`src/design/uvsch_pkg.sv`:
```
`default_nettype none
// ----------------------------------------------------------------------------
// uvsch_pkg
// Shared types and constants for the daily UV exposure scheduler.
// ----------------------------------------------------------------------------
package uvsch_pkg;

  // Width of the day-time counter and of every timing register.
  localparam int unsigned TIME_BITS = 27;

  // Configuration port geometry.
  localparam int unsigned CFG_ADDR_BITS = 2;

  typedef logic [TIME_BITS-1:0]     time_t;
  typedef logic [CFG_ADDR_BITS-1:0] cfg_addr_t;

  // Saturation value of the day-time counter.
  localparam time_t TIME_MAX = {TIME_BITS{1'b1}};

  // Register indexes.
  localparam cfg_addr_t REG_START_DELAY = 2'd0;
  localparam cfg_addr_t REG_ON_TIME     = 2'd1;
  localparam cfg_addr_t REG_DAY_PERIOD  = 2'd2;

  // Reset values of the timing registers, in milliseconds.
  localparam time_t START_DELAY_RST = TIME_BITS'(10000);
  localparam time_t ON_TIME_RST     = TIME_BITS'(5000);
  localparam time_t DAY_PERIOD_RST  = TIME_BITS'(30000);

  // Timing settings handed from the register file to the scheduler core.
  typedef struct packed {
    time_t start_delay;
    time_t on_time;
    time_t day_period;
  } cfg_t;

  // One result item.
  typedef struct packed {
    logic uv_drive;
    logic led_red;
    logic led_green;
    logic led_blue;
    logic run_done_today;
  } result_t;

endpackage
`default_nettype wire

```
`src/design/daily_uv_exposure_scheduler_unit.sv`:
```
`default_nettype none
// ----------------------------------------------------------------------------
// daily_uv_exposure_scheduler_unit
// Daily UV exposure scheduler driven by one millisecond tick per item.
// ----------------------------------------------------------------------------
// Each input item is one millisecond tick with the lid switch level, and it
// yields exactly one result item with the UV drive enable, the three
// indicator LEDs and the done-today flag. For each accepted tick the
// day counter and run state update through one pass of compare logic, and
// the result enters a two-entry output buffer, so a new tick is accepted
// every cycle while the buffer has room; each result is registered there. The
// user must write the timing registers (start delay, on time, day period, in
// ticks) through the cfg port while the block is idle; it does not enforce it.
// ----------------------------------------------------------------------------
module daily_uv_exposure_scheduler_unit (
  input  wire logic                 clk,
  input  wire logic                 rst,
  input  wire logic                 cfg_we,
  input  wire uvsch_pkg::cfg_addr_t cfg_addr,
  input  wire uvsch_pkg::time_t     cfg_wdata,
  input  wire logic                 in_valid,
  output logic                      in_ready,
  input  wire logic                 lid_open,
  output logic                      out_valid,
  input  wire logic                 out_ready,
  output logic                      uv_drive,
  output logic                      led_red,
  output logic                      led_green,
  output logic                      led_blue,
  output logic                      run_done_today
);

  uvsch_pkg::cfg_t    cfg;
  uvsch_pkg::result_t result;
  uvsch_pkg::result_t head;
  logic               tick;

  assign tick = in_valid && in_ready;

  uvsch_cfg_regs u_cfg_regs (
    .clk       (clk),
    .rst       (rst),
    .cfg_we    (cfg_we),
    .cfg_addr  (cfg_addr),
    .cfg_wdata (cfg_wdata),
    .cfg       (cfg)
  );

  uvsch_core u_core (
    .clk      (clk),
    .rst      (rst),
    .cfg      (cfg),
    .tick     (tick),
    .lid_open (lid_open),
    .result   (result)
  );

  uvsch_out_buf u_out_buf (
    .clk       (clk),
    .rst       (rst),
    .push      (tick),
    .push_data (result),
    .has_room  (in_ready),
    .out_valid (out_valid),
    .out_ready (out_ready),
    .head      (head)
  );

  // Result fields to ports.
  assign uv_drive       = head.uv_drive;
  assign led_red        = head.led_red;
  assign led_green      = head.led_green;
  assign led_blue       = head.led_blue;
  assign run_done_today = head.run_done_today;

endmodule
`default_nettype wire

```
`src/design/uvsch_cfg_regs.sv`:
```
`default_nettype none
// ----------------------------------------------------------------------------
// uvsch_cfg_regs
// Timing register file, written through a plain write port.
// ----------------------------------------------------------------------------
module uvsch_cfg_regs (
  input  wire logic                 clk,
  input  wire logic                 rst,
  input  wire logic                 cfg_we,
  input  wire uvsch_pkg::cfg_addr_t cfg_addr,
  input  wire uvsch_pkg::time_t     cfg_wdata,
  output uvsch_pkg::cfg_t           cfg
);

  // Writes to an unused index are dropped.
  always_ff @(posedge clk) begin
    if (rst) begin
      cfg.start_delay <= uvsch_pkg::START_DELAY_RST;
      cfg.on_time     <= uvsch_pkg::ON_TIME_RST;
      cfg.day_period  <= uvsch_pkg::DAY_PERIOD_RST;
    end else if (cfg_we) begin
      unique case (cfg_addr)
        uvsch_pkg::REG_START_DELAY: cfg.start_delay <= cfg_wdata;
        uvsch_pkg::REG_ON_TIME:     cfg.on_time     <= cfg_wdata;
        uvsch_pkg::REG_DAY_PERIOD:  cfg.day_period  <= cfg_wdata;
        default: ;
      endcase
    end
  end

endmodule
`default_nettype wire

```
`src/design/uvsch_core.sv`:
```
`default_nettype none
// ----------------------------------------------------------------------------
// uvsch_core
// Day counter and exposure run state; computes one result per tick.
// ----------------------------------------------------------------------------
module uvsch_core (
  input  wire logic              clk,
  input  wire logic              rst,
  input  wire uvsch_pkg::cfg_t   cfg,
  input  wire logic              tick,
  input  wire logic              lid_open,
  output uvsch_pkg::result_t     result
);

  uvsch_pkg::time_t day_count, day_count_next;
  uvsch_pkg::time_t run_start, run_start_next;
  logic             run_active, run_active_next;
  logic             run_finished, run_finished_next;

  uvsch_pkg::time_t now;
  uvsch_pkg::time_t elapsed;
  logic             day_wrap;

  // Next state for one tick.
  always_comb begin
    day_wrap          = (day_count >= cfg.day_period);
    now               = day_wrap ? '0 : day_count;
    run_active_next   = day_wrap ? 1'b0 : run_active;
    run_finished_next = day_wrap ? 1'b0 : run_finished;
    run_start_next    = run_start;

    if ((now >= cfg.start_delay) && !run_finished_next) begin
      if (!run_active_next) begin
        run_active_next = 1'b1;
        run_start_next  = now;
      end
    end
    elapsed = now - run_start_next;
    if ((now >= cfg.start_delay) && !run_finished_next &&
        (elapsed >= cfg.on_time)) begin
      run_active_next   = 1'b0;
      run_finished_next = 1'b1;
    end

    // The counter saturates rather than wraps.
    day_count_next = (now < uvsch_pkg::TIME_MAX) ? now + 1'b1 : uvsch_pkg::TIME_MAX;
  end

  // Result after the state update; an open lid forces the drive off.
  always_comb begin
    result.uv_drive       = run_active_next && !lid_open;
    result.led_red        = lid_open;
    result.led_green      = !run_active_next && !lid_open;
    result.led_blue       = run_active_next && !lid_open;
    result.run_done_today = run_finished_next;
  end

  // State registers advance once per accepted tick.
  always_ff @(posedge clk) begin
    if (rst) begin
      day_count    <= '0;
      run_start    <= '0;
      run_active   <= 1'b0;
      run_finished <= 1'b0;
    end else if (tick) begin
      day_count    <= day_count_next;
      run_start    <= run_start_next;
      run_active   <= run_active_next;
      run_finished <= run_finished_next;
    end
  end

`ifndef ASSERT_OFF
  // A run is never active once it has been marked done for the day.
  a_active_xor_done: assert property (@(posedge clk) disable iff (rst)
    !(run_active && run_finished))
    else $error("run active and finished at once");
`endif

endmodule
`default_nettype wire

```
`src/design/uvsch_out_buf.sv`:
```
`default_nettype none
// ----------------------------------------------------------------------------
// uvsch_out_buf
// Two-entry result buffer that decouples the input side from output stalls.
// ----------------------------------------------------------------------------
module uvsch_out_buf (
  input  wire logic               clk,
  input  wire logic               rst,
  input  wire logic               push,
  input  wire uvsch_pkg::result_t push_data,
  output logic                    has_room,
  output logic                    out_valid,
  input  wire logic               out_ready,
  output uvsch_pkg::result_t      head
);

  uvsch_pkg::result_t slot0, slot1;
  logic [1:0]         count;
  logic               pop;

  assign pop       = out_valid && out_ready;
  assign out_valid = (count != 2'd0);
  assign has_room  = (count != 2'd2);
  assign head      = slot0;

  // Occupancy count.
  always_ff @(posedge clk) begin
    if (rst) begin
      count <= 2'd0;
    end else if (push && !pop) begin
      count <= count + 2'd1;
    end else if (pop && !push) begin
      count <= count - 2'd1;
    end
  end

  // Payload slots; slot0 is always the head.
  always_ff @(posedge clk) begin
    if (pop && !push) begin
      slot0 <= slot1;
    end else if (push && !pop) begin
      if (count == 2'd0) begin
        slot0 <= push_data;
      end else begin
        slot1 <= push_data;
      end
    end else if (push && pop) begin
      if (count == 2'd1) begin
        slot0 <= push_data;
      end else begin
        slot0 <= slot1;
        slot1 <= push_data;
      end
    end
  end

`ifndef ASSERT_OFF
  a_count_range: assert property (@(posedge clk) disable iff (rst)
    count != 2'd3)
    else $error("result buffer count out of range");

  a_push_grows: assert property (@(posedge clk) disable iff (rst)
    (push && !pop) |=> (count == $past(count) + 2'd1))
    else $error("push without pop did not grow the buffer");

  a_pop_shrinks: assert property (@(posedge clk) disable iff (rst)
    (pop && !push) |=> (count == $past(count) - 2'd1))
    else $error("pop without push did not shrink the buffer");
`endif

endmodule
`default_nettype wire

```
`config.mk`:
```
export PLATFORM = sky130hd
export DESIGN_NAME = daily_uv_exposure_scheduler_unit
export DESIGN_NICKNAME = d
export VERILOG_FILES = /design/src/design/uvsch_pkg.sv /design/src/design/daily_uv_exposure_scheduler_unit.sv /design/src/design/uvsch_cfg_regs.sv /design/src/design/uvsch_core.sv /design/src/design/uvsch_out_buf.sv
export SDC_FILE = /design/constraint.sdc
export NUM_CORES = 1
export LEC_CHECK = 0
export BUFFER_PORTS_ARGS = -buffer_cell sky130_fd_sc_hd__buf_2
export CORE_ASPECT_RATIO = 0.6
export CORE_UTILIZATION = 46
export DETAILED_ROUTE_END_ITERATION = 8
export SYNTH_ARGS = -nofsm -noshare
export SYNTH_HDL_FRONTEND = slang
export SYNTH_SLANG_ARGS = --single-unit
```
`constraint.sdc`:
```
create_clock -name clk -period 12 [get_ports clk]
set_clock_uncertainty 0.2 [all_clocks]
set_input_delay 1.2 -clock clk [delete_from_list [all_inputs] [get_ports clk]]
set_output_delay 1.2 -clock clk [all_outputs]
set_load 0.1 [all_outputs]
```
==> impl_metrics.csv <==
group,metric,value,unit
finish,finalNonFillerCells,1568,
power,p_int,1.50,mW
synth,ys_types,73,
sta,max_freq,92.5,MHz
global_routing,grt_overflow_total,0,
synth,synth_compound_area_share,22.2,%
route,wl_met2,10.8,mm
synth,synth_edf_count,8,
finish,fin_nets,1425,
sta,slew_viol_final,0,
synth,ys_ff_latch,147,
sta,final_hold_viol_count,0,
synth,synthSimpleGateAreaFrac,21.7,%
worst_setup_path,r2r_setup_slack,1.19,ns
clock_network,numClockSinks,147,
finish,drive_above_1_share,9.11,%
worst_setup_path,startpoint_type,"flop",
clock_network,cts-buffers-inserted,17,
die,initial_core_util,48.0,%
synth,synth-seq-area-share,30.8,%
finish,multi_input_comb_area,6140,um2
clock_network,htreeDepth,4,
worst_setup_path,required,12.11,ns
finish,regArea,3020,um2
clock_network,clk_pin_slew,0.07,ns
global_routing,grt_pass1_vias,7944,
worst_setup_path,cpMaxStageDelayCell,"a2111oi_0",
die,die_h,115,um
route,routed.top_layer,"met4",
synth,yosys_warnings,0,
synth,yosysTopAreaCell,"dfxtp_1",
job,max_cap_viol_count,0,
finish,syn_to_final_growth,10.1,%
die,coreArea,20400,um2
synth,synth_top_family_by_area,"compound AO/OA/AOI/OAI gates",
route,wl_met3,2.99,mm
power,switching_share,47.0,%
global_routing,grt_antenna_before_repair,0,
clock_network,cts_resized,0,
synth,synth_area,9810,um2
power,leakage,4.36,nW
sta,finalCritPeriodShare,90.1,%
power,pwr-share-seq,21.4,%
finish,diodes,0,
worst_hold_path,holdCritPathClass,"flop to flop",
synth,syn-num-nets,1416,
global_routing,grt_usage,28.4,%
synth,muxShareOfSynthArea,1.77,%
route,via_per_inst,5.77,
worst_setup_path,arrival,10.92,ns
global_routing,grt_max_degree,87,
sta,max_slew_margin,19.4,%
worst_setup_path,crit_path_max_fanout,38,
power,p_switching,1.33,mW
route,routed_wl,30.3,mm
die,rows,40,
clock_network,cts-hold-fix-buffers,0,
sta,tns,0,ns
sta,tightest_slew,1.21,ns
sta,grt_setup_unrepaired,"false",
worst_setup_path,slowest_delay,0.59,ns
power,irDropWorstVdd,0.153,mV
sta,fin_crit,10.81,ns
clock_network,cts-root-buf,"clkbuf_16",
placement,dp_hpwl,22.3,mm
finish,fillCellCount,1993,
clock_network,max-clock-path-buffers,2,
route,drt-met1-wl,16.3,mm
finish,fin_util,52.9,%
synth,synth_xor_area_share,2.95,%
route,num_vias,9041,
die,dieArea,21900,um2
synth,ys_top_cells_by_area,"dfxtp_1 28%, ha_1 14%, a21oi_1 7.8%",
synth,yosysTopAreaCellShare,28.4,%
synth,synth_flop_cell,"dfxtp_1",
synth,syn-instance-count,1273,
power,clkPwrFrac,19.0,%
route,first_pass_iters,5,
worst_setup_path,crit_top_cell,"ha_1",
route,drc_errors,0,
sta,setup-violations-final,0,
route,drtIter0Drc,926,
power,combPwrFrac,59.6,%
worst_setup_path,worst-setup-path-type,"flop to flop",
clock_network,clock_latency,0.44,ns
synth,post_synth.cell_area_avg,7.70,um2
power,power_density,263,nW/um2
synth,async_flop_share,0,%
placement,place_congestion,0.911,
status,outcome,"completed",
route,drtAntennaViolNets,0,
global_routing,grt_pass1_wl,46.9,mm
worst_setup_path,end_kind,"flop",
synth,yosys.area_share.adder,14.0,%
placement,dp_cells,1536,
clock_network,cts_tree,"built",
clock_network,cts_setup_buffers,0,
die,num_io_pins,42,
die,fp.dieW,190,um
placement,io_buffers,41,
route,wl_per_cell,19.3,um
## cells in the final DEF (no fill, tap or decap), types with 9 or more instances in the layout
cell / synthesis / routed
clkbuf_16: 0 / 17
xor2_1: 14 / 14
a22oi_1: 14 / 14
a211o_1: 10 / 10
o21a_1: 12 / 12
nor2_1: 97 / 96
dfxtp_1: 139 / 139
nor3_1: 28 / 27
ha_1: 107 / 107
xnor2_1: 19 / 19
and2_1: 17 / 17
inv_1: 105 / 105
mux2i_1: 14 / 14
a21oi_1: 152 / 152
nor2b_1: 11 / 11
o21ai_0: 41 / 41
buf_2: 3 / 40
a211oi_1: 37 / 37
buf_4: 1 / 16
nand3_1: 28 / 28
nand3b_1: 9 / 9
a21o_1: 22 / 22
nand4_1: 19 / 19
nand2_1: 197 / 197
## area by class of cell
type | instances | area share [%]
Multi-Input combinational cell | 954 | 56.9
Sequential cell | 147 | 28.0
Clock buffer | 17 | 3.94
Inverter | 106 | 3.68
Tap cell | 273 | 3.16
Timing Repair Buffer | 56 | 2.97
Clock inverter | 15 | 1.38
## registers in the layout, summed over array words and instances (netlist names)
register	count
u_cfg_regs.cfg	81
u_core.day_count	27
u_core.run_start	27
u_out_buf.head	4
u_out_buf.slot1	4
u_out_buf.count	2
u_core.run_active	1
u_core.run_finished	1
## metal layers
| layer | GRT usage (%) | vias up |
|---|---|---|
| li1 | - | 4472 |
| met1 | 47.1 | 4178 |
| met2 | 35.4 | 371 |
| met3 | 6.53 | 20 |
| met4 | 5.33 | 0 |
| met5 | 0 | - |
## power groups by stage
stage	registers (mW)	clock network (mW)	logic [mW]
floorplan	0.651	0	1.22
global placement	0.614	0	1.64
detailed placement	0.615	0	1.65
CTS	0.605	0.546	1.66
global route	0.612	0.568	1.87
finish	0.606	0.538	1.69
## metrics by stage
step / hold slack (ns) / area, um2 / setup WS [ns] / total power, mW
after global placement: 0.243 / 10200 / 1.58 / 2.25
final: 0.255 / 10800 / 1.19 / 2.83
after CTS: 0.256 / 10800 / 1.34 / 2.81
after floorplan: 0.236 / 9810 / 2.67 / 1.87
after detailed placement: 0.247 / 10200 / 1.43 / 2.27
after global routing: 0.269 / 10800 / 0.495 / 3.05
## kinds of logic (layout without fill, tap and decap cells)
kind of cell | Yosys count | after routing
AND/OR/NAND/NOR | 454 | 454
buffers and inverters | 172 | 194
flip-flops | 147 | 147
AO/OA/AOI/OAI | 341 | 341
multiplexers | 17 | 17
adder cells (fa/ha/maj) | 109 | 109
XOR/XNOR | 33 | 33
## worst max-delay path, delay by kind of cell, from the launching register on
kind                       cells  cell delay (ns)
and+or+nand+nor               14             2.41
AOI/OAI and AO/OA             19             5.50
xor gates and xnor gates       1             0.09
adders and majority gates      4             1.22
buffers and inverters          2             0.58
muxes                          1             0.17
DFF                            1             0.47
## final timing paths
check / start / to / depth (start not counted)
hold reg to reg: u_cfg_regs.cfg[78] / u_cfg_regs.cfg[78] / 2
hold / removal: u_cfg_regs.cfg[78] / u_cfg_regs.cfg[78] / 2
setup reg to reg: u_core.day_count[18] / u_out_buf.head[2] / 41
setup / recovery: u_core.day_count[18] / u_out_buf.head[2] / 41
## synth_stat cells, drive strengths merged, types with 18 or more instances
master / instances
nand4: 19
a21oi: 154
o21ai: 49
ha: 107
and2: 18
nand3: 28
dfxtp: 139
clkbuf: 62
inv: 106
a21o: 22
nor2: 98
nand2: 198
a211oi: 37
nor3: 30
xnor2: 19
Power figures use the tool's default switching activity.
